**src/hw/rtl/dpb_pkg.sv**
```systemverilog
// Shared constants, widths and register indexes for the depth pixel back-projection block.
// No dependencies; every other file uses it by scoped names.
package dpb_pkg;

   localparam int COORD_BITS      = 12;
   localparam int FOCAL_FRAC_BITS = 24;
   localparam int SUBPIX_BITS     = 4;

   localparam int DEPTH_W = 16;
   localparam int PIXEL_W = 12;
   localparam int OFFS_W  = 17;
   localparam int FOCAL_W = 24;
   localparam int OUT_W   = 24;
   localparam int ADDR_W  = 2;
   localparam int CSR_W   = 24;

   localparam int POS_BASE = (COORD_BITS + SUBPIX_BITS > OFFS_W - 1) ?
                             COORD_BITS + SUBPIX_BITS : OFFS_W - 1;
   localparam int POS_W   = POS_BASE + 2;
   localparam int MAG_W   = POS_W - 1;
   localparam int P1_W    = MAG_W + FOCAL_W;
   localparam int P_W     = P1_W + DEPTH_W;
   localparam int SHIFT   = FOCAL_FRAC_BITS + SUBPIX_BITS;
   localparam int Q_W     = P_W + 1 - SHIFT;
   localparam int CMP_W   = (Q_W > OUT_W + 1) ? Q_W : OUT_W + 1;

   localparam logic [P_W:0]       HALF      = (P_W + 1)'(1) << (SHIFT - 1);
   localparam logic [CMP_W-1:0]   POS_LIMIT = CMP_W'((64'd1 << (OUT_W - 1)) - 64'd1);
   localparam logic [CMP_W-1:0]   NEG_LIMIT = CMP_W'(64'd1 << (OUT_W - 1));
   localparam logic [OUT_W-1:0]   OUT_MAX   = {1'b0, {(OUT_W - 1){1'b1}}};
   localparam logic [OUT_W-1:0]   OUT_MIN   = {1'b1, {(OUT_W - 1){1'b0}}};

   localparam logic [ADDR_W-1:0] REG_COL_OFFSET = 2'd0;
   localparam logic [ADDR_W-1:0] REG_ROW_OFFSET = 2'd1;
   localparam logic [ADDR_W-1:0] REG_INV_FOCAL  = 2'd2;

   localparam logic signed [OFFS_W-1:0] COL_OFFSET_RST = -17'sd5120;
   localparam logic signed [OFFS_W-1:0] ROW_OFFSET_RST = -17'sd3840;
   localparam logic [FOCAL_W-1:0]       INV_FOCAL_RST  = 24'd32768;

   typedef struct packed {
      logic             neg;
      logic [MAG_W-1:0] mag;
   } axis_type;

endpackage

```
**src/hw/rtl/dpb_offset.sv**
```systemverilog
// First stage of one axis: sub-pixel position plus principal offset, split into sign and magnitude.
// Depends on dpb_pkg.
module dpb_offset (
   input  logic                                 clock,
   input  logic                                 en,
   input  logic [dpb_pkg::PIXEL_W-1:0]          coord,
   input  logic signed [dpb_pkg::OFFS_W-1:0]    offset,
   output dpb_pkg::axis_type                    axis_ff
);

   logic [dpb_pkg::COORD_BITS-1:0]     coord_w;
   logic signed [dpb_pkg::POS_W-1:0]   pos;
   dpb_pkg::axis_type                  axis_in;

   always_comb begin
      coord_w = dpb_pkg::COORD_BITS'(coord);
      pos = dpb_pkg::POS_W'($signed({1'b0, coord_w, {dpb_pkg::SUBPIX_BITS{1'b0}}}))
            + dpb_pkg::POS_W'(offset);
      axis_in.neg = pos[dpb_pkg::POS_W-1];
      axis_in.mag = axis_in.neg ? dpb_pkg::MAG_W'(-pos) : dpb_pkg::MAG_W'(pos);
   end

   always_ff @(posedge clock) begin
      if (en) begin
         axis_ff <= axis_in;
      end
   end

endmodule

```
**config.mk**
```make
export PLATFORM = sky130hd
export DESIGN_NAME = dpb_offset
export DESIGN_NICKNAME = d
export VERILOG_FILES = /design/src/hw/rtl/dpb_pkg.sv /design/src/hw/rtl/dpb_offset.sv
export SDC_FILE = /design/constraint.sdc
export NUM_CORES = 1
export LEC_CHECK = 0
export ABC_AREA = 0
export ABC_CLOCK_PERIOD_IN_PS = 5100
export BUFFER_PORTS_ARGS = -buffer_cell sky130_fd_sc_hd__buf_2
export CAP_MARGIN = 20
export CORE_MARGIN = 10
export CORE_UTILIZATION = 50
export DETAILED_ROUTE_END_ITERATION = 10
export PLACE_DENSITY = 0.89
export SYNTH_ARGS = -nofsm -noshare
export SYNTH_HDL_FRONTEND = slang
export SYNTH_SLANG_ARGS = --single-unit
```
**constraint.sdc**
```tcl
create_clock -name clock -period 5.1 [get_ports clock]
set_input_delay 1.02 -clock clock [delete_from_list [all_inputs] [get_ports clock]]
set_output_delay 1.02 -clock clock [all_outputs]
set_load 0.05 [all_outputs]
```
Yosys cells after proc, flatten, opt, wreduce, memory -nomap -nowiden
Cells that the tools add are included.
{ "word_totals": {"reg_bits": 18, "input_bits": 31, "out_inout_bits": 18, "word_cells": 5} }
{ "classes": {"add_sub_neg": 2, "mux": 1} }
{ "op_table": {"columns": ["cell", "n"], "rows": [
  ["17-bit by 17-bit adder with 18-bit output", 1],
  ["17-bit 2-to-1 mux", 1],
  ["17-bit negation", 1]
]} }

Logic depth before layout (Yosys ltp)
{ "logic_depth": {"ltp_word": 3, "ltp_mapped": 11, "depth_no_buf": 10} }

Worst setup path after synthesis
Ideal clock, no wire load.
{ "synth_timing": {"kind": "input to register", "start": "in offset[4] (netlist bit)", "end": "reg axis_ff[16] (netlist bit), data pin", "setup_time_ns": 0.259, "arrival_time_ns": 3.227, "required_time_ns": 4.841, "slack_ns": 1.613, "stages": 9, "path_buffers": 0, "path_cell_list": "ha_1 -> inv_1 -> fa_1 -> or2b_1 -> or2_1 -> or4_4 -> a2111oi_4 -> a2bb2oi_2 -> xnor2_1"} }
{ "synth_rtl": {"columns": ["item", "line_no", "rtl"], "rows": [
  ["start: declaration", "dpb_offset.sv:7", "input logic signed [dpb_pkg::OFFS_W-1:0] offset,"],
  ["end signal: assignment", "dpb_offset.sv:25", "axis_ff <= axis_in;"],
  ["end: declaration", "dpb_offset.sv:8", "output dpb_pkg::axis_type axis_ff"]
]} }

==> flow_metrics.py <==
metrics = {
    "status": {
        "outcome": "finished, final reports clean",
    },
    "cts": {
        "cts_buffers": 3,
        "postCtsSetupRepairBufs": 0,
        "cts.sinks": 18,
        "clk_pin_slew_ns": 0.09,
        "root_buffer": "clkbuf_4",
        "htreeDepth": 1,
        "cts_buffer_depth": 2,
        "cts_tree": "done",
        "hold_buffers": 0,
        "postCtsResizedCells": 0,
    },
    "flow_run": {
        "cap_viol_max_count": 0,
    },
    "critical_path": {
        "crit_buf_inv": 2,
        "path_class": "in -> reg",
        "slowest_stage": "fa_1",
        "slowest_delay_ns": 0.51,
        "crit_path_frequent_cell": "or2_1",
        "crit_path_cell_trace": "buf_2 > ha_1 > inv_1 > fa_1 > or2b_1 > or2_1 > or2_1 > or3_1 > a211oi_1 > a21oi_1 > xnor2_1",
        "crit_family": "simple AND/OR/NAND/NOR gates",
        "start_kind": "input pin",
        "critPathRequiredTime_ns": 5.14,
        "critPathCaptureType": "flop",
        "worstPathArrival_ns": 3.47,
        "path_max_fanout": 4,
    },
    "floorplan": {
        "ios": 49,
        "core_um2": 3050,
        "die_x_um": 76.3,
        "initial_utilization_pct": 51.9,
        "dieArea_um2": 5820,
        "row_count": 20,
        "fp.dieH_um": 76.3,
    },
    "pwr": {
        "seqPwrFrac_pct": 37.2,
        "power_switching_uw": 232,
        "pwr-share-comb_pct": 50.7,
        "p_per_area_nw_per_um2": 289,
        "leakage_nw": 0.795,
        "clockPowerShare_pct": 12.1,
        "p_int_uw": 312,
        "vdd_drop_max_mv": 0.0914,
        "switching_share_pct": 42.7,
    },
    "synth": {
        "yosys_register_bits": 18,
        "synth_edf_count": 18,
        "syn_area_um2": 1590,
        "synth_top_area_share_pct": 34.1,
        "syn_inst": 161,
        "syn_nets": 206,
        "synthDistinctLibCells": 47,
        "synth_flop_cell": "edfxtp_1",
        "synth_area_leader_cell": "edfxtp_1",
        "yosysWarnings": 0,
        "syn_area_per_cell_um2": 9.85,
        "synth_area_leaders": "edfxtp_1 (34%), ha_1 (10%), xnor2_1 (9.9%), a21oi_1 (4.1%), xor2_1 (3.3%)",
        "ys_seq_area_share_pct": 34.1,
        "synthArstFlopShare_pct": 0,
    },
    "global_route": {
        "grt_first_pass_wirelength_mm": 5.64,
        "antenna_found_initial": 0,
        "track_usage_pct": 11.1,
        "grt.overflow.total": 0,
        "grt_max_degree": 19,
        "grt_pass1_vias": 1383,
    },
    "layout": {
        "drive_above_1_share_pct": 29.3,
        "top_register": "axis_ff",
        "syn2layout_area_growth_pct": 18.8,
        "fillers": 276,
        "instances_no_fill": 252,
        "num_antenna_cells": 0,
        "num-nets-final": 255,
        "largestRegisters": "axis_ff x18",
        "fin_util_pct": 61.7,
        "largest_reg_flops": 18,
    },
    "sta": {
        "fmax_mhz": 292,
        "setup_viol": 0,
        "holdWs_ns": 0.954,
        "hold_viol": 0,
        "finalSetupTns_ns": 0,
        "layout_setup_ws_ns": 1.67,
        "fin_crit_sh_pct": 67.2,
        "rsz0062_at_grt": "false",
        "worstMarginPinSlew_ns": 0.571,
        "slew_violations": 0,
        "min_period_ns": 3.43,
        "max-slew-margin-rel_pct": 61.6,
    },
    "min_path": {
        "hp-start": "offset[0]",
        "holdPathStages": 1,
        "hp-class": "in -> reg",
        "min_to": "axis_ff[0]$_DFFE_PP_",
    },
    "placed_design": {
        "pre_cts_ws_ns": 1.37,
        "placed_cells": 249,
        "portBuffers": 48,
        "dp_hpwl_mm": 2.93,
        "place_congestion": 0.852,
    },
    "routing": {
        "met1_length_mm": 1.47,
        "via_count": 1323,
        "routed_wl_mm": 3.42,
        "drc": 0,
        "viasPerCell": 5.25,
        "dr.pass1.iters": 4,
        "maxUsedRoutingLayer": "met4",
        "wl_per_cell_um": 13.6,
        "ant_nets": 0,
        "wl_met2_mm": 1.68,
        "dr.first_iter.drc_count": 71,
        "wl_met3_um": 220,
    },
}
cell usage in the layout, fill, tap and decap left out, types with 4 or more instances in the layout:
cell type  synthesis  layout
a21oi_1           13      13
buf_2              4      48
edfxtp_1          18      18
ha_1              13      13
inv_1             11      11
nand2_1            7       7
nor2_1            10      10
nor3_1             4       4
o21ai_0            6       6
xnor2_1           18      18
xor2_1             6       6
routing by layer:
metal / track usage, % / vias up
met4: 4.83 / 0
met1: 10.9 / 593
met2: 21.3 / 36
li1: - / 689
met5: 0 / -
met3: 2.83 / 5
final cells by class:
cell class	instances	area [um^2]	share of cell area, %
multi-input cells	127	980	52.0
inverters	12	45.0	2.39
flip-flops and latches	18	541	28.7
repair buffers	48	240	12.8
clock buffers	3	22.5	1.20
well taps	44	55.1	2.92
power by group through the flow:
stage / Combinational [mW] / Sequential (mW) / Clock (mW)
3_5_place_dp: 0.277 / 0.206 / 0
6_report: 0.276 / 0.202 / 0.0659
3_3_place_gp: 0.270 / 0.205 / 0
2_1_floorplan: 0.124 / 0.298 / 0
5_1_grt: 0.298 / 0.205 / 0.0709
4_1_cts: 0.278 / 0.203 / 0.0675
cell families after synthesis:
family          synth area share, %
compound gates                 22.7
xor+xnor                       13.3
fa+ha+maj                      11.5
buf+inv                        4.10
flops                          34.1
mux                           0.631
simple gates                   13.7
synthesized netlist by cell type, types with 2 or more instances:
library cell,number
edfxtp_1,18
xnor2_1,18
a21oi_1,13
ha_1,13
inv_1,11
nor2_1,10
nand2_1,7
o21ai_0,6
xor2_1,6
buf_2,4
nor3_1,4
nand3_1,3
o21bai_1,3
or2_1,3
or3_1,3
a211oi_1,2
and3_1,2
nand2b_1,2
nor4_1,2
o2111ai_1,2
o22ai_1,2
o31ai_1,2
worst max-delay path by stage:
stage | endpoint | slack [ns] | start | cells past startpoint
finish | axis_ff[15]$_DFFE_PP_ | 1.67 | offset[4] | 11
global route | axis_ff[15]$_DFFE_PP_ | 1.53 | offset[4] | 11
CTS | axis_ff[15]$_DFFE_PP_ | 1.67 | offset[4] | 11
detailed placement | axis_ff[15]$_DFFE_PP_ | 1.37 | offset[4] | 11
global placement | axis_ff[15]$_DFFE_PP_ | 1.45 | offset[4] | 11
floorplan | axis_ff[16]$_DFFE_PP_ | 1.61 | offset[4] | 9
metrics by stage:
step                total power, mW  instance area (um^2)
detailed placement            0.484                  1860
global placement              0.476                  1860
global route                  0.575                  1880
finish                        0.544                  1880
floorplan                     0.422                  1590
CTS                           0.548                  1880
Note: power is estimated with default switching activity, not from simulation.
