**config.mk**
```make
export PLATFORM = sky130hd
export DESIGN_NAME = dpb_round
export DESIGN_NICKNAME = d
export VERILOG_FILES = /design/src/hw/rtl/dpb_pkg.sv /design/src/hw/rtl/dpb_round.sv
export SDC_FILE = /design/constraint.sdc
export NUM_CORES = 1
export LEC_CHECK = 0
export ABC_AREA = 1
export BUFFER_PORTS_ARGS = -buffer_cell sky130_fd_sc_hd__buf_4
export CAP_MARGIN = 20
export CORE_ASPECT_RATIO = 0.9
export CORE_MARGIN = 1.5
export CORE_UTILIZATION = 35
export DETAILED_ROUTE_END_ITERATION = 10
export HOLD_SLACK_MARGIN = 0.1
export SLEW_MARGIN = 20
export SYNTH_ARGS = -nofsm -noshare
export SYNTH_HDL_FRONTEND = slang
export SYNTH_SLANG_ARGS = --single-unit
```
**constraint.sdc**
```tcl
create_clock -name clock -period 6 [get_ports clock]
set_input_delay 0.9 -clock clock [delete_from_list [all_inputs] [get_ports clock]]
set_output_delay 0.9 -clock clock [all_outputs]
set_load 0.005 [all_outputs]
```
**src/hw/rtl/dpb_pkg.sv**
```systemverilog
// Shared constants, widths and register indexes for the depth pixel back-projection block.
// No dependencies; every other file uses it by scoped names.
package dpb_pkg;

   localparam int COORD_BITS      = 12;
   localparam int FOCAL_FRAC_BITS = 24;
   localparam int SUBPIX_BITS     = 4;

   localparam int DEPTH_W = 16;
   localparam int PIXEL_W = 12;
   localparam int OFFS_W  = 17;
   localparam int FOCAL_W = 24;
   localparam int OUT_W   = 24;
   localparam int ADDR_W  = 2;
   localparam int CSR_W   = 24;

   localparam int POS_BASE = (COORD_BITS + SUBPIX_BITS > OFFS_W - 1) ?
                             COORD_BITS + SUBPIX_BITS : OFFS_W - 1;
   localparam int POS_W   = POS_BASE + 2;
   localparam int MAG_W   = POS_W - 1;
   localparam int P1_W    = MAG_W + FOCAL_W;
   localparam int P_W     = P1_W + DEPTH_W;
   localparam int SHIFT   = FOCAL_FRAC_BITS + SUBPIX_BITS;
   localparam int Q_W     = P_W + 1 - SHIFT;
   localparam int CMP_W   = (Q_W > OUT_W + 1) ? Q_W : OUT_W + 1;

   localparam logic [P_W:0]       HALF      = (P_W + 1)'(1) << (SHIFT - 1);
   localparam logic [CMP_W-1:0]   POS_LIMIT = CMP_W'((64'd1 << (OUT_W - 1)) - 64'd1);
   localparam logic [CMP_W-1:0]   NEG_LIMIT = CMP_W'(64'd1 << (OUT_W - 1));
   localparam logic [OUT_W-1:0]   OUT_MAX   = {1'b0, {(OUT_W - 1){1'b1}}};
   localparam logic [OUT_W-1:0]   OUT_MIN   = {1'b1, {(OUT_W - 1){1'b0}}};

   localparam logic [ADDR_W-1:0] REG_COL_OFFSET = 2'd0;
   localparam logic [ADDR_W-1:0] REG_ROW_OFFSET = 2'd1;
   localparam logic [ADDR_W-1:0] REG_INV_FOCAL  = 2'd2;

   localparam logic signed [OFFS_W-1:0] COL_OFFSET_RST = -17'sd5120;
   localparam logic signed [OFFS_W-1:0] ROW_OFFSET_RST = -17'sd3840;
   localparam logic [FOCAL_W-1:0]       INV_FOCAL_RST  = 24'd32768;

   typedef struct packed {
      logic             neg;
      logic [MAG_W-1:0] mag;
   } axis_type;

endpackage

```
**src/hw/rtl/dpb_round.sv**
```systemverilog
// Last stage of one axis: round to nearest away from zero, restore sign, saturate, zero if invalid.
// Depends on dpb_pkg.
module dpb_round (
   input  logic                            clock,
   input  logic                            en,
   input  logic                            valid,
   input  logic                            neg,
   input  logic [dpb_pkg::P_W-1:0]         prod,
   output logic [dpb_pkg::OUT_W-1:0]       coord_ff,
   output logic                            sat_ff
);

   logic [dpb_pkg::P_W:0]       sum;
   logic [dpb_pkg::Q_W-1:0]     q;
   logic [dpb_pkg::CMP_W-1:0]   qx;
   logic [dpb_pkg::OUT_W-1:0]   coord_in;
   logic                        sat_in;

   always_comb begin
      sum = (dpb_pkg::P_W + 1)'(prod) + dpb_pkg::HALF;
      q   = dpb_pkg::Q_W'(sum >> dpb_pkg::SHIFT);
      qx  = dpb_pkg::CMP_W'(q);
      coord_in = '0;
      sat_in   = 1'b0;
      if (valid) begin
         if (!neg) begin
            if (qx > dpb_pkg::POS_LIMIT) begin
               coord_in = dpb_pkg::OUT_MAX;
               sat_in   = 1'b1;
            end else begin
               coord_in = dpb_pkg::OUT_W'(qx);
            end
         end else begin
            if (qx > dpb_pkg::NEG_LIMIT) begin
               coord_in = dpb_pkg::OUT_MIN;
               sat_in   = 1'b1;
            end else begin
               coord_in = dpb_pkg::OUT_W'(-qx);
            end
         end
      end
   end

   always_ff @(posedge clock) begin
      if (en) begin
         coord_ff <= coord_in;
         sat_ff   <= sat_in;
      end
   end

endmodule

```
# Word-level counts from Yosys, hierarchy flattened
# Index checks and enable logic that the tools add are counted.
[word_totals]
wordCells = 12
latch_bits = 0
input_bits = 61
rom_bits = 0
mem_count = 0
ff_bits = 25
ram_bits = 0
[classes]
multipliers = 0
div_mod_pow = 0
reduce_logical = 0
n_addsub = 2
order_cmp = 2
n_mux = 6
shifts = 0
n_eq_ne = 0
bitwise_logic = 0
[ops]
columns = ["operator", "count"]
rows = [
  ["$mux 24", 3],
  ["$add 57x28->58 const B", 1],
  ["$gt 30x23->1 const B", 1],
  ["$gt 30x24->1 const B", 1],
  ["$neg 24->24", 1],
  ["$mux 1", 3],
]

# Longest topological paths before layout
[depth]
ltp_word = 4
mapped_depth = 17

# Least setup slack after synthesis
# OpenSTA, ideal clock, no wires.
[synth_timing]
kind = "in2reg"
startpoint = "in prod[27] in the netlist's numbering"
endpoint = "reg coord_ff[23] in the netlist's numbering (data pin)"
cell_stages = 13
setup_slack_ps = 3139
t_required_ps = 5737
path_buffers = 1
arrival_time_ps = 2598
setup_ps = 263
cell_sequence = "ha_1 -> xnor2_1 -> ha_1 -> nand3_1 -> nor2_1 -> nand2_2 -> nor2_4 -> nand2_2 -> nor2_4 -> nand3_2 -> nand2_4 -> buf_6 -> a31oi_1"
[synth_between]
elab_chain_len = 4
[synth_rtl]
columns = ["element", "line_no", "rtl"]
rows = [
  ["from (decl)", "dpb_round.sv:8", "input logic [dpb_pkg::P_W-1:0] prod,"],
  ["$add 57x28->58 *", "dpb_round.sv:20", "sum = (dpb_pkg::P_W + 1)'(prod) + dpb_pkg::HALF;"],
  ["$neg 24->24 (tied with other cells)", "dpb_round.sv:38", "coord_in = dpb_pkg::OUT_W'(-qx);"],
  ["$mux 24 (on tied branches)", "dpb_round.sv:34, dpb_round.sv:27", ""],
  ["$mux 24 *", "dpb_round.sv:26", "if (!neg) begin"],
  ["to (signal assigned)", "dpb_round.sv:46", "coord_ff <= coord_in;"],
  ["to (decl)", "dpb_round.sv:9", "output logic [dpb_pkg::OUT_W-1:0] coord_ff,"],
]
# Every way passes the cells marked *; elsewhere a longest branch is shown, timed or not.
# A chain may end at the register's enable or synchronous reset.

# Worst setup path in the final report
[layout_timing]
startpoint = "in prod[28] in the netlist's numbering"
endpoint = "reg coord_ff[13] in the netlist's numbering (data pin)"
# The elaborated chain is that of the path after synthesis.

==> key figures <==
Synth
  – Post-Synthesis Cell Area: 3000 um2
  – Mean Syn Cell Area: 6.01 um2
  – Sequential-to-total area share from yosys stat: 0.250
  – Unique masters post-synth: 29
  – Cells after Synth: 500
  – Synth Register Bits: 25
  – Syn Nets: 564
  – Ys flop type: edfxtp_1
  – Async SR Flop Fraction: 0
  – Post-synth EDFFs: 25
  – Yosys warns: 0

Floorplan
  – Row count: 31
  – Die ar.: 9150 um2
  – Die Span X: 101 um
  – Die Span Y: 90.9 um
  – Starting density of the core: 0.367
  – Io pins: 86
  – CORE AREA: 8180 um2

Critical path
  – Crit path max-delay family: simple AND/OR/NAND/NOR gates
  – Critical Path AT: 3.34 ns
  – Slowest cell on crit path: nand2_4
  – Buf/Inv on CP: 1
  – CP cell instances: buf_4 > ha_1 > nand2_2 > nor2_4 > nand3_1 > nor2_1 > nand3_1 > nand2_1 > nand3_1 > nor2_2 > nand2_2 > nand2_4 > nand3_1 > a21oi_1
  – Max FO, Critical Path: 25
  – Worst setup path class: input port to flop
  – Top cell by count, worst path: nand3_1
  – CP Capture Type: flop
  – WP data required: 6.08 ns
  – Startpoint Class: input port
  – Start point of the critical path: prod[28]
  – Critical path depth: 14
  – Max incr delay on CP: 0.36 ns

Pwr
  – Peak supply drop: 94.9 uV
  – Leak pwr: 1.59 nW
  – P per Cell Area: 125 nW/um2

Timing
  – Total negative slack: 0 ns
  – RSZ-0062 raised after global routing: no
  – Period utilisation layout: 0.544
  – Hold slack: 1.01 ns
  – Final setup vio count: 0
  – Fmax: 306 MHz
  – Fin. Hold Viols: 0
  – Final Max Slew Viols: 0
  – Slew HR: 0.512
  – Tmin final: 3.26 ns
  – Slew @ Worst Pin: 0.732 ns

Routing
  – DR DRC count: 0
  – Routed Antenna Nets: 0
  – Via density per instance: 4.75
  – Drt wl/cell: 11.9 um
  – Via count: 3162
  – Final WL: 7.95 mm
  – DR iter-0 viols: 121
  – Router iterations before antenna repair: 5

Placed design
  – Post-DP HPWL: 6.53 mm
  – Placed cell count: 662
  – Final Wtd Congestion: 0.875
  – Number of port buffers: 58

Job
  – Max cap viols: 0

CTS
  – H-tree Lvls: 1
  – CTS tree: yes
  – CTS Sinks: 25
  – Post-CTS Setup Bufs: 0
  – Maximum clock path buffer count: 2
  – CTS Hold Bufs: 0
  – Clock Root Buffer: clkbuf_8
  – CTS Buf Count: 3
  – Clock-pin transition on the worst setup and hold timing paths: 0.08 ns
  – CTS-repair resized insts: 0

Run status
  – Outcome: complete, no violations

Global routing
  – Antenna violations before repair: 0
  – Vias in the first global route: 2880
  – GRT overflow: 0
  – First-pass GRT wire length: 13.5 mm
  – Tot GR Track Use: 0.178
  – Largest net degree at the start of global routing: 26

Cells and area
  – Commonest cells after routing, fill and taps aside: nand2_1, nor2_1, inv_1, buf_4, nand3_1
  – Fraction of layout cells with a size suffix above 1: 0.178
  – Finished Layout Cells: 666
  – Nets@finish: 616
  – Antenna diodes: 0
  – # fillers: 911
  – Most common cell after layout, fill and taps aside: nand2_1
  – Fin util: 0.435
  – Layout area overhead: 18.5%

Hold path
  – Worst hold path depth: 3
  – Hold path start: valid
  – Hold WC Path Type: input port to flop
[synthesized netlist by cell type (4+ instances only)]
cell | instances | area (um2)
nand3_1 | 55 | 275
xor2_1 | 12 | 105
a21oi_1 | 26 | 130
nor2_2 | 8 | 50.1
o21ai_0 | 28 | 140
nor2_1 | 60 | 225
nand2_1 | 162 | 608
nor3_1 | 4 | 20.0
edfxtp_1 | 25 | 751
clkbuf_1 | 4 | 15.0
nand4_1 | 8 | 50.1
nand3_2 | 4 | 40.0
nand2_2 | 11 | 68.8
nor2_4 | 9 | 101
inv_1 | 59 | 221
[final timing paths]
kind / endpoint / slack [ns]
setup / recovery: coord_ff[13]$_SDFFCE_PN0P_ / 2.74
hold / removal: coord_ff[23]$_SDFFCE_PN0P_ / 1.01
[tightest hold or removal path, cell delays in order]
cell,delay (ns)
buf_4,0.11
nand2_1,0.05
a31oi_1,0.04
[per-layer routing]
layer / global-route usage / up-vias / share of wire
li1: - / 1704 / -
met1: 0.272 / 1385 / 0.52
met2: 0.280 / 69 / 0.43
met3: 0.00929 / 4 / 0.039
met4: 0.0258 / 0 / 0.0075
met5: 0 / - / 0
[logic make-up after synthesis]
| kind of cell | Yosys count | synth area share |
|---|---|---|
| adders and majority gates | 3 | 0.0125 |
| AOI/OAI and AO/OA | 58 | 0.0970 |
| DFF | 25 | 0.250 |
| buffers and inverters | 72 | 0.0995 |
| and+or+nand+nor | 327 | 0.497 |
| xor gates and xnor gates | 15 | 0.0437 |
[through the flow]
stage | total power, mW | worst slack [ns] | cell area, um2
2_1_floorplan | 0.291 | 3.14 | 3000
3_3_place_gp | 0.353 | 2.53 | 3510
3_5_place_dp | 0.355 | 2.48 | 3510
4_1_cts | 0.449 | 2.75 | 3560
5_1_grt | 0.478 | 2.42 | 3560
6_report | 0.446 | 2.74 | 3560
[flip-flops by register name, summed over array words and instances (netlist names)]
| name | flops |
|---|---|
| coord_ff | 24 |
| sat_ff | 1 |
[power by group]
| group | switching, mW | total (mW) | internal (mW) | leakage [nW] |
|---|---|---|---|---|
| clock | 0.0487 | 0.0950 | 0.0463 | 0.0255 |
| combinational | 0.0845 | 0.141 | 0.0562 | 1.33 |
| sequential | 0.00330 | 0.211 | 0.207 | 0.241 |
| total | 0.137 | 0.446 | 0.310 | 1.59 |
[cell type report]
cell class | instances | area (um2) | area share
Clock buffer | 3 | 41.3 | 0.0116
Inverter | 61 | 229 | 0.0643
Sequential cell | 25 | 751 | 0.211
Timing Repair Buffer | 58 | 435 | 0.122
Tap cell | 115 | 144 | 0.0404
Multi-Input combinational cell | 403 | 1950 | 0.549
Clock inverter | 1 | 5.00 | 0.00141
(Power assumes the default switching activity.)
