==> src/hw/rtl/dpb_pkg.sv <==
// Shared constants, widths and register indexes for the depth pixel back-projection block.
// No dependencies; every other file uses it by scoped names.
package dpb_pkg;

   localparam int COORD_BITS      = 12;
   localparam int FOCAL_FRAC_BITS = 24;
   localparam int SUBPIX_BITS     = 4;

   localparam int DEPTH_W = 16;
   localparam int PIXEL_W = 12;
   localparam int OFFS_W  = 17;
   localparam int FOCAL_W = 24;
   localparam int OUT_W   = 24;
   localparam int ADDR_W  = 2;
   localparam int CSR_W   = 24;

   localparam int POS_BASE = (COORD_BITS + SUBPIX_BITS > OFFS_W - 1) ?
                             COORD_BITS + SUBPIX_BITS : OFFS_W - 1;
   localparam int POS_W   = POS_BASE + 2;
   localparam int MAG_W   = POS_W - 1;
   localparam int P1_W    = MAG_W + FOCAL_W;
   localparam int P_W     = P1_W + DEPTH_W;
   localparam int SHIFT   = FOCAL_FRAC_BITS + SUBPIX_BITS;
   localparam int Q_W     = P_W + 1 - SHIFT;
   localparam int CMP_W   = (Q_W > OUT_W + 1) ? Q_W : OUT_W + 1;

   localparam logic [P_W:0]       HALF      = (P_W + 1)'(1) << (SHIFT - 1);
   localparam logic [CMP_W-1:0]   POS_LIMIT = CMP_W'((64'd1 << (OUT_W - 1)) - 64'd1);
   localparam logic [CMP_W-1:0]   NEG_LIMIT = CMP_W'(64'd1 << (OUT_W - 1));
   localparam logic [OUT_W-1:0]   OUT_MAX   = {1'b0, {(OUT_W - 1){1'b1}}};
   localparam logic [OUT_W-1:0]   OUT_MIN   = {1'b1, {(OUT_W - 1){1'b0}}};

   localparam logic [ADDR_W-1:0] REG_COL_OFFSET = 2'd0;
   localparam logic [ADDR_W-1:0] REG_ROW_OFFSET = 2'd1;
   localparam logic [ADDR_W-1:0] REG_INV_FOCAL  = 2'd2;

   localparam logic signed [OFFS_W-1:0] COL_OFFSET_RST = -17'sd5120;
   localparam logic signed [OFFS_W-1:0] ROW_OFFSET_RST = -17'sd3840;
   localparam logic [FOCAL_W-1:0]       INV_FOCAL_RST  = 24'd32768;

   typedef struct packed {
      logic             neg;
      logic [MAG_W-1:0] mag;
   } axis_type;

endpackage

==> src/hw/rtl/dpb_mult.sv <==
// Second and third stages of one axis: magnitude times inverse focal, then times depth.
// Depends on dpb_pkg.
module dpb_mult (
   input  logic                            clock,
   input  logic                            en2,
   input  logic                            en3,
   input  dpb_pkg::axis_type               axis,
   input  logic [dpb_pkg::FOCAL_W-1:0]     inv_focal,
   input  logic [dpb_pkg::DEPTH_W-1:0]     depth,
   output logic                            neg_ff,
   output logic [dpb_pkg::P_W-1:0]         prod_ff
);

   logic                          neg2_ff;
   logic [dpb_pkg::P1_W-1:0]      prod1_ff;
   logic [dpb_pkg::P1_W-1:0]      prod1_in;
   logic [dpb_pkg::P_W-1:0]       prod_in;

   always_comb begin
      prod1_in = dpb_pkg::P1_W'(axis.mag) * dpb_pkg::P1_W'(inv_focal);
      prod_in  = dpb_pkg::P_W'(prod1_ff) * dpb_pkg::P_W'(depth);
   end

   always_ff @(posedge clock) begin
      if (en2) begin
         neg2_ff  <= axis.neg;
         prod1_ff <= prod1_in;
      end
      if (en3) begin
         neg_ff  <= neg2_ff;
         prod_ff <= prod_in;
      end
   end

endmodule

==> config.mk <==
export PLATFORM = sky130hd
export DESIGN_NAME = dpb_mult
export DESIGN_NICKNAME = d
export VERILOG_FILES = /design/src/hw/rtl/dpb_pkg.sv /design/src/hw/rtl/dpb_mult.sv
export SDC_FILE = /design/constraint.sdc
export NUM_CORES = 2
export LEC_CHECK = 0
export BUFFER_PORTS_ARGS = -buffer_cell sky130_fd_sc_hd__clkbuf_2
export CAP_MARGIN = 10
export CORE_MARGIN = 5
export CORE_UTILIZATION = 60
export CTS_CLUSTER_DIAMETER = 150
export DETAILED_ROUTE_END_ITERATION = 6
export PLACE_DENSITY = 0.78
export SYNTH_ARGS = -nofsm -noshare
export SYNTH_HDL_FRONTEND = slang
export SYNTH_SLANG_ARGS = --single-unit
==> constraint.sdc <==
create_clock -name clock -period 13.5 [get_ports clock]
set_clock_uncertainty 0.2 [all_clocks]
set_input_delay 0.675 -clock clock [delete_from_list [all_inputs] [get_ports clock]]
set_output_delay 0.675 -clock clock [all_outputs]
set_load 0.005 [all_outputs]
# --- Word-level counts from Yosys, hierarchy flattened ---
# Index checks and enable logic that the tools add are counted.
totals:
  register_bits: 100
  input_bits: 61
  out_inout_bits: 58
  elab_cells: 6
classes:
  mul: 2
op_table:
  columns: ["operator", "n"]
  rows:
  - ["multiplier 41 x 16 -> 57 bit", 1]
  - ["multiplier 17 x 24 -> 41 bit", 1]

# --- Logic depth before layout (Yosys ltp) ---
depth:
  word_depth: 1
  ltp_mapped: 25
  ltp_nobuf: 23

# --- Worst setup path before layout ---
# OpenSTA, ideal clock, no wires.
synth_timing:
  path_kind: "input to register"
  start: "input inv_focal[13] (netlist name)"
  end: "register prod1_ff[35] (netlist name) (data pin)"
  setup_time_ps: 260
  arrival_time_ps: 6415
  t_required_ps: 13040
  path_slack_ps: 6625
  stages: 25
  path_cell_list: "clkbuf_1 clkbuf_1 nand2_1 fa_1 inv_1 fa_1 inv_1 fa_1 inv_1 fa_1 inv_1 fa_1 fa_1 inv_1 ha_1 buf_6 a21o_1 a221o_1 a211oi_2 nand3b_1 a211o_1 and3_4 nor3_4 o21ai_2 xor2_1"
synth_via:
  elab_chain_cells: 1
synth_lines:
  columns: ["element", "line", "rtl"]
  rows:
  - ["start: declaration", "dpb_mult.sv:8", "input logic [dpb_pkg::FOCAL_W-1:0] inv_focal,"]
  - ["multiplier 17 x 24 -> 41 bit", "dpb_mult.sv:20", "prod1_in = dpb_pkg::P1_W'(axis.mag) * dpb_pkg::P1_W'(inv_focal);"]
  - ["via prod1_in (one bit)", "dpb_mult.sv:16", "logic [dpb_pkg::P1_W-1:0] prod1_in;"]
  - ["end signal: assignment", "dpb_mult.sv:27", "prod1_ff <= prod1_in;"]
  - ["end: declaration", "dpb_mult.sv:15", "logic [dpb_pkg::P1_W-1:0] prod1_ff;"]
# The timed path passes the listed nets, and every way through them passes these cells.
# A chain may end at the register's enable or synchronous reset.

# --- Worst setup path in the final report ---
layout_timing:
  start: "input depth[2] (netlist name)"
  end: "register prod_ff[55] (netlist name) (data pin)"
layout_via:
  elab_chain_cells: 1
layout_lines:
  columns: ["element", "line", "rtl"]
  rows:
  - ["start: declaration", "dpb_mult.sv:9", "input logic [dpb_pkg::DEPTH_W-1:0] depth,"]
  - ["multiplier 41 x 16 -> 57 bit", "dpb_mult.sv:21", "prod_in = dpb_pkg::P_W'(prod1_ff) * dpb_pkg::P_W'(depth);"]
  - ["via prod_in (one bit)", "dpb_mult.sv:17", "logic [dpb_pkg::P_W-1:0] prod_in;"]
  - ["end signal: assignment", "dpb_mult.sv:31", "prod_ff <= prod_in;"]
  - ["end: declaration", "dpb_mult.sv:11", "output logic [dpb_pkg::P_W-1:0] prod_ff"]
# The timed path passes the listed nets, and every way through them passes these cells.

==> impl_metrics.csv <==
group,metric,value,unit
run_status,status,"finished, final reports clean",
synth,muxShareOfSynthArea,0.0577,%
routing,ant_nets,0,
sta,setup_slack,5.88,ns
sta,rsz0062_at_grt,"no",
placement,place_ws,5.62,ns
layout,layout_common_cells,"inv_1 (1036), fa_1 (873), nand2_1 (835), and2_1 (309), ha_1 (244)",
worst_setup_path,r2r_end,"prod_ff[55]$_DFFE_PP_",
worst_setup_path,r2r_cells,21,
layout,syn2layout_area_growth,3.45,%
floorplan,die_height,258,um
synth,yosysTopAreaCell,"fa_1",
worst_setup_path,r2r_slack,6.13,ns
layout,final_common_cell,"inv_1",
synth,synthAdderAreaFrac,55.6,%
placement,port-buffer-count,118,
sta,hold_slack,0.237,ns
worst_setup_path,worst_setup_path_start_kind,"input pin",
sta,fin_crit_sh,56.4,%
cts,cts_buffers,9,
synth,synth_top_flop_cell,"edfxtp_1",
floorplan,dieArea,66600,sq um
synth,synth.distinct_cells,76,
sta,worst_pin_slew,1.14,ns
synth,synth_xor_xnor_area_share,2.11,%
cts,ctsResizeCount,0,
routing,wirelength,90000,um
layout,fin_nets,5256,
synth,netlist_area,36900,sq um
synth,synth_compound_area_share,5.74,%
synth,async_reset_ff_share,0,%
cts,cts_hold_buffers,0,
worst_setup_path,crit_end,"prod_ff[55]$_DFFE_PP_",
routing,num_vias,27400,
routing,drt_iter0_markers,1935,
sta,setup_viol,0,
layout,antenna_cells,0,
cts,root_buffer,"clkbuf_16",
routing,wl_per_cell,18.5,um
floorplan,rows,91,
synth,synthTopCellsByArea,"fa_1 (47%), inv_1 (11%), nand2_1 (8.5%)",
synth,netlist_instances,4118,
placement,gp_congestion,1.03,
cts,cts_buffer_depth,2,
layout,instances_no_fill,4873,
placement,dp_hpwl,69400,um
cts,h-tree-depth,3,
worst_setup_path,worstSetupPathType,"in -> reg",
cts,cts_sinks,100,
synth,yosys_warnings,0,
layout,fillers,5163,
synth,synth_top_area_share,47.4,%
synth,synth-simple-area-share,15.8,%
hold_path,hold_depth,0,
synth,synth_top_family_by_area,"adder cells",
worst_setup_path,required,13.43,ns
sta,max_freq,131,MHz
cts,tritoncts,"yes",
hold_path,hp-class,"reg -> reg",
sta,drv_slew,0,
global_route,grt_max_degree,59,
global_route,antenna_found_initial,0,
worst_setup_path,path_max_fanout,41,
routing,drc,0,
synth,synth_nets,5296,
cts,cts_setup_buffers,0,
routing,viasPerCell,5.62,
worst_setup_path,startpoint,"depth[2]",
floorplan,initial_core_util,60.2,%
floorplan,fp.dieW,258,um
worst_setup_path,worstReg2RegStart,"prod1_ff[26]$_DFFE_PP_",
worst_setup_path,cp-end-kind,"flip-flop",
synth,yosysSeqAreaShare,8.14,%
floorplan,core_area,61300,sq um
placement,dp_cells,4857,
synth,avgSynthCellArea,8.96,sq um
global_route,grt_overflow,0,
floorplan,pin_count,119,
sta,final_hold_viol_count,0,
sta,min_period,7.62,ns
cts,clk_latency,0.38,ns
global_route,globalRouteTotalUtil,28.0,%
job,drv_cap,0,
synth,ys_ff_latch,100,
sta,slew-limit-headroom,24.1,%
global_route,grt_pass1_vias,29700,
layout,drive_gt1_share,4.90,%
cts,cts.clk_slew.worst_paths,0.08,ns
sta,tns,0,ns
global_route,grt_pass1_wl,150000,um
worst_setup_path,arrival,7.55,ns
routing,firstDrtPassIters,7,
synth,synth-edff-count,100,
Yosys cell counts, types with 4 or more instances:
| cell | number |
|---|---|
| edfxtp_1 | 100 |
| o21ai_2 | 5 |
| and2_1 | 309 |
| inv_1 | 1036 |
| nand2b_1 | 8 |
| xor2_1 | 32 |
| a211oi_1 | 7 |
| nor2b_1 | 8 |
| o21a_1 | 4 |
| nor2_1 | 49 |
| o211ai_1 | 11 |
| xnor2_1 | 57 |
| a21oi_2 | 9 |
| a31oi_1 | 15 |
| nor3_1 | 6 |
| fa_1 | 873 |
| buf_2 | 8 |
| a21oi_1 | 95 |
| a21o_1 | 54 |
| o31ai_1 | 6 |
| clkbuf_1 | 177 |
| nand3_1 | 15 |
| and3_1 | 10 |
| o21ai_1 | 10 |
| a211oi_2 | 5 |
| nand2_1 | 835 |
| o21bai_1 | 15 |
| ha_1 | 244 |
| o21ai_0 | 34 |
| nand4_1 | 17 |
area by class of cell:
type / count / area (sq um) / share of cell area [%]
Timing Repair Buffer: 136 / 726 / 1.90
Inverter: 1036 / 3890 / 10.2
Multi-Input combinational cell: 2795 / 29300 / 76.7
Clock inverter: 7 / 57.6 / 0.151
Clock buffer: 9 / 225 / 0.590
Sequential cell: 100 / 3000 / 7.87
Tap cell: 790 / 988 / 2.59
per-layer routing:
metal | vias up | global-route usage [%] | part of all wire, % | routed length (um)
li1 | 12000 | - | - | -
met1 | 13700 | 37.6 | 39 | 34900
met2 | 1467 | 46.4 | 47 | 42700
met3 | 244 | 5.42 | 10 | 9270
met4 | 0 | 9.15 | 3.5 | 3190
met5 | - | 0 | 0 | 0
cell families after synthesis:
logic type               after synthesis
XOR/XNOR                              89
flip-flops                           100
adder cells (fa/ha/maj)             1117
AND/OR/NAND/NOR                     1280
buffers and inverters               1223
AO/OA/AOI/OAI                        307
multiplexers                           2
registers in the layout (all words and copies together) (netlist names):
register  flops
neg2_ff       1
neg_ff        1
prod_ff      57
prod1_ff     41
through the flow:
stage	area (sq um)	utilization, %
4_1_cts	38200	62.3
5_1_grt	38200	62.3
3_3_place_gp	37900	61.8
6_report	38200	62.3
2_1_floorplan	36900	-
3_5_place_dp	37900	61.8
worst min-delay path by stage:
stage                      start               end  slack (ns)
5_1_grt        neg2_ff$_DFFE_PP_  neg_ff$_DFFE_PP_        0.26
2_1_floorplan  neg2_ff$_DFFE_PP_  neg_ff$_DFFE_PP_        0.20
4_1_cts        neg2_ff$_DFFE_PP_  neg_ff$_DFFE_PP_        0.24
3_3_place_gp   neg2_ff$_DFFE_PP_  neg_ff$_DFFE_PP_        0.21
3_5_place_dp   neg2_ff$_DFFE_PP_  neg_ff$_DFFE_PP_        0.23
6_report       neg2_ff$_DFFE_PP_  neg_ff$_DFFE_PP_        0.24
worst max-delay path, stage by stage:
cell and delay, ns:
clkbuf_2 0.81, nand2_1 0.21, fa_1 0.57, inv_1 0.07, fa_1 0.54, inv_1 0.06
fa_1 0.50, inv_1 0.06, fa_1 0.52, fa_1 0.50, inv_1 0.05, fa_1 0.47
inv_1 0.04, ha_1 0.38, nand4_1 0.23, or3_1 0.42, a211o_1 0.32, a31oi_1 0.42
o211ai_1 0.23, nand2_1 0.18, a311oi_2 0.12, xnor2_1 0.15
Power is not shown: default switching activity piles up to over one toggle a cycle in this logic, so the estimate is an artifact.
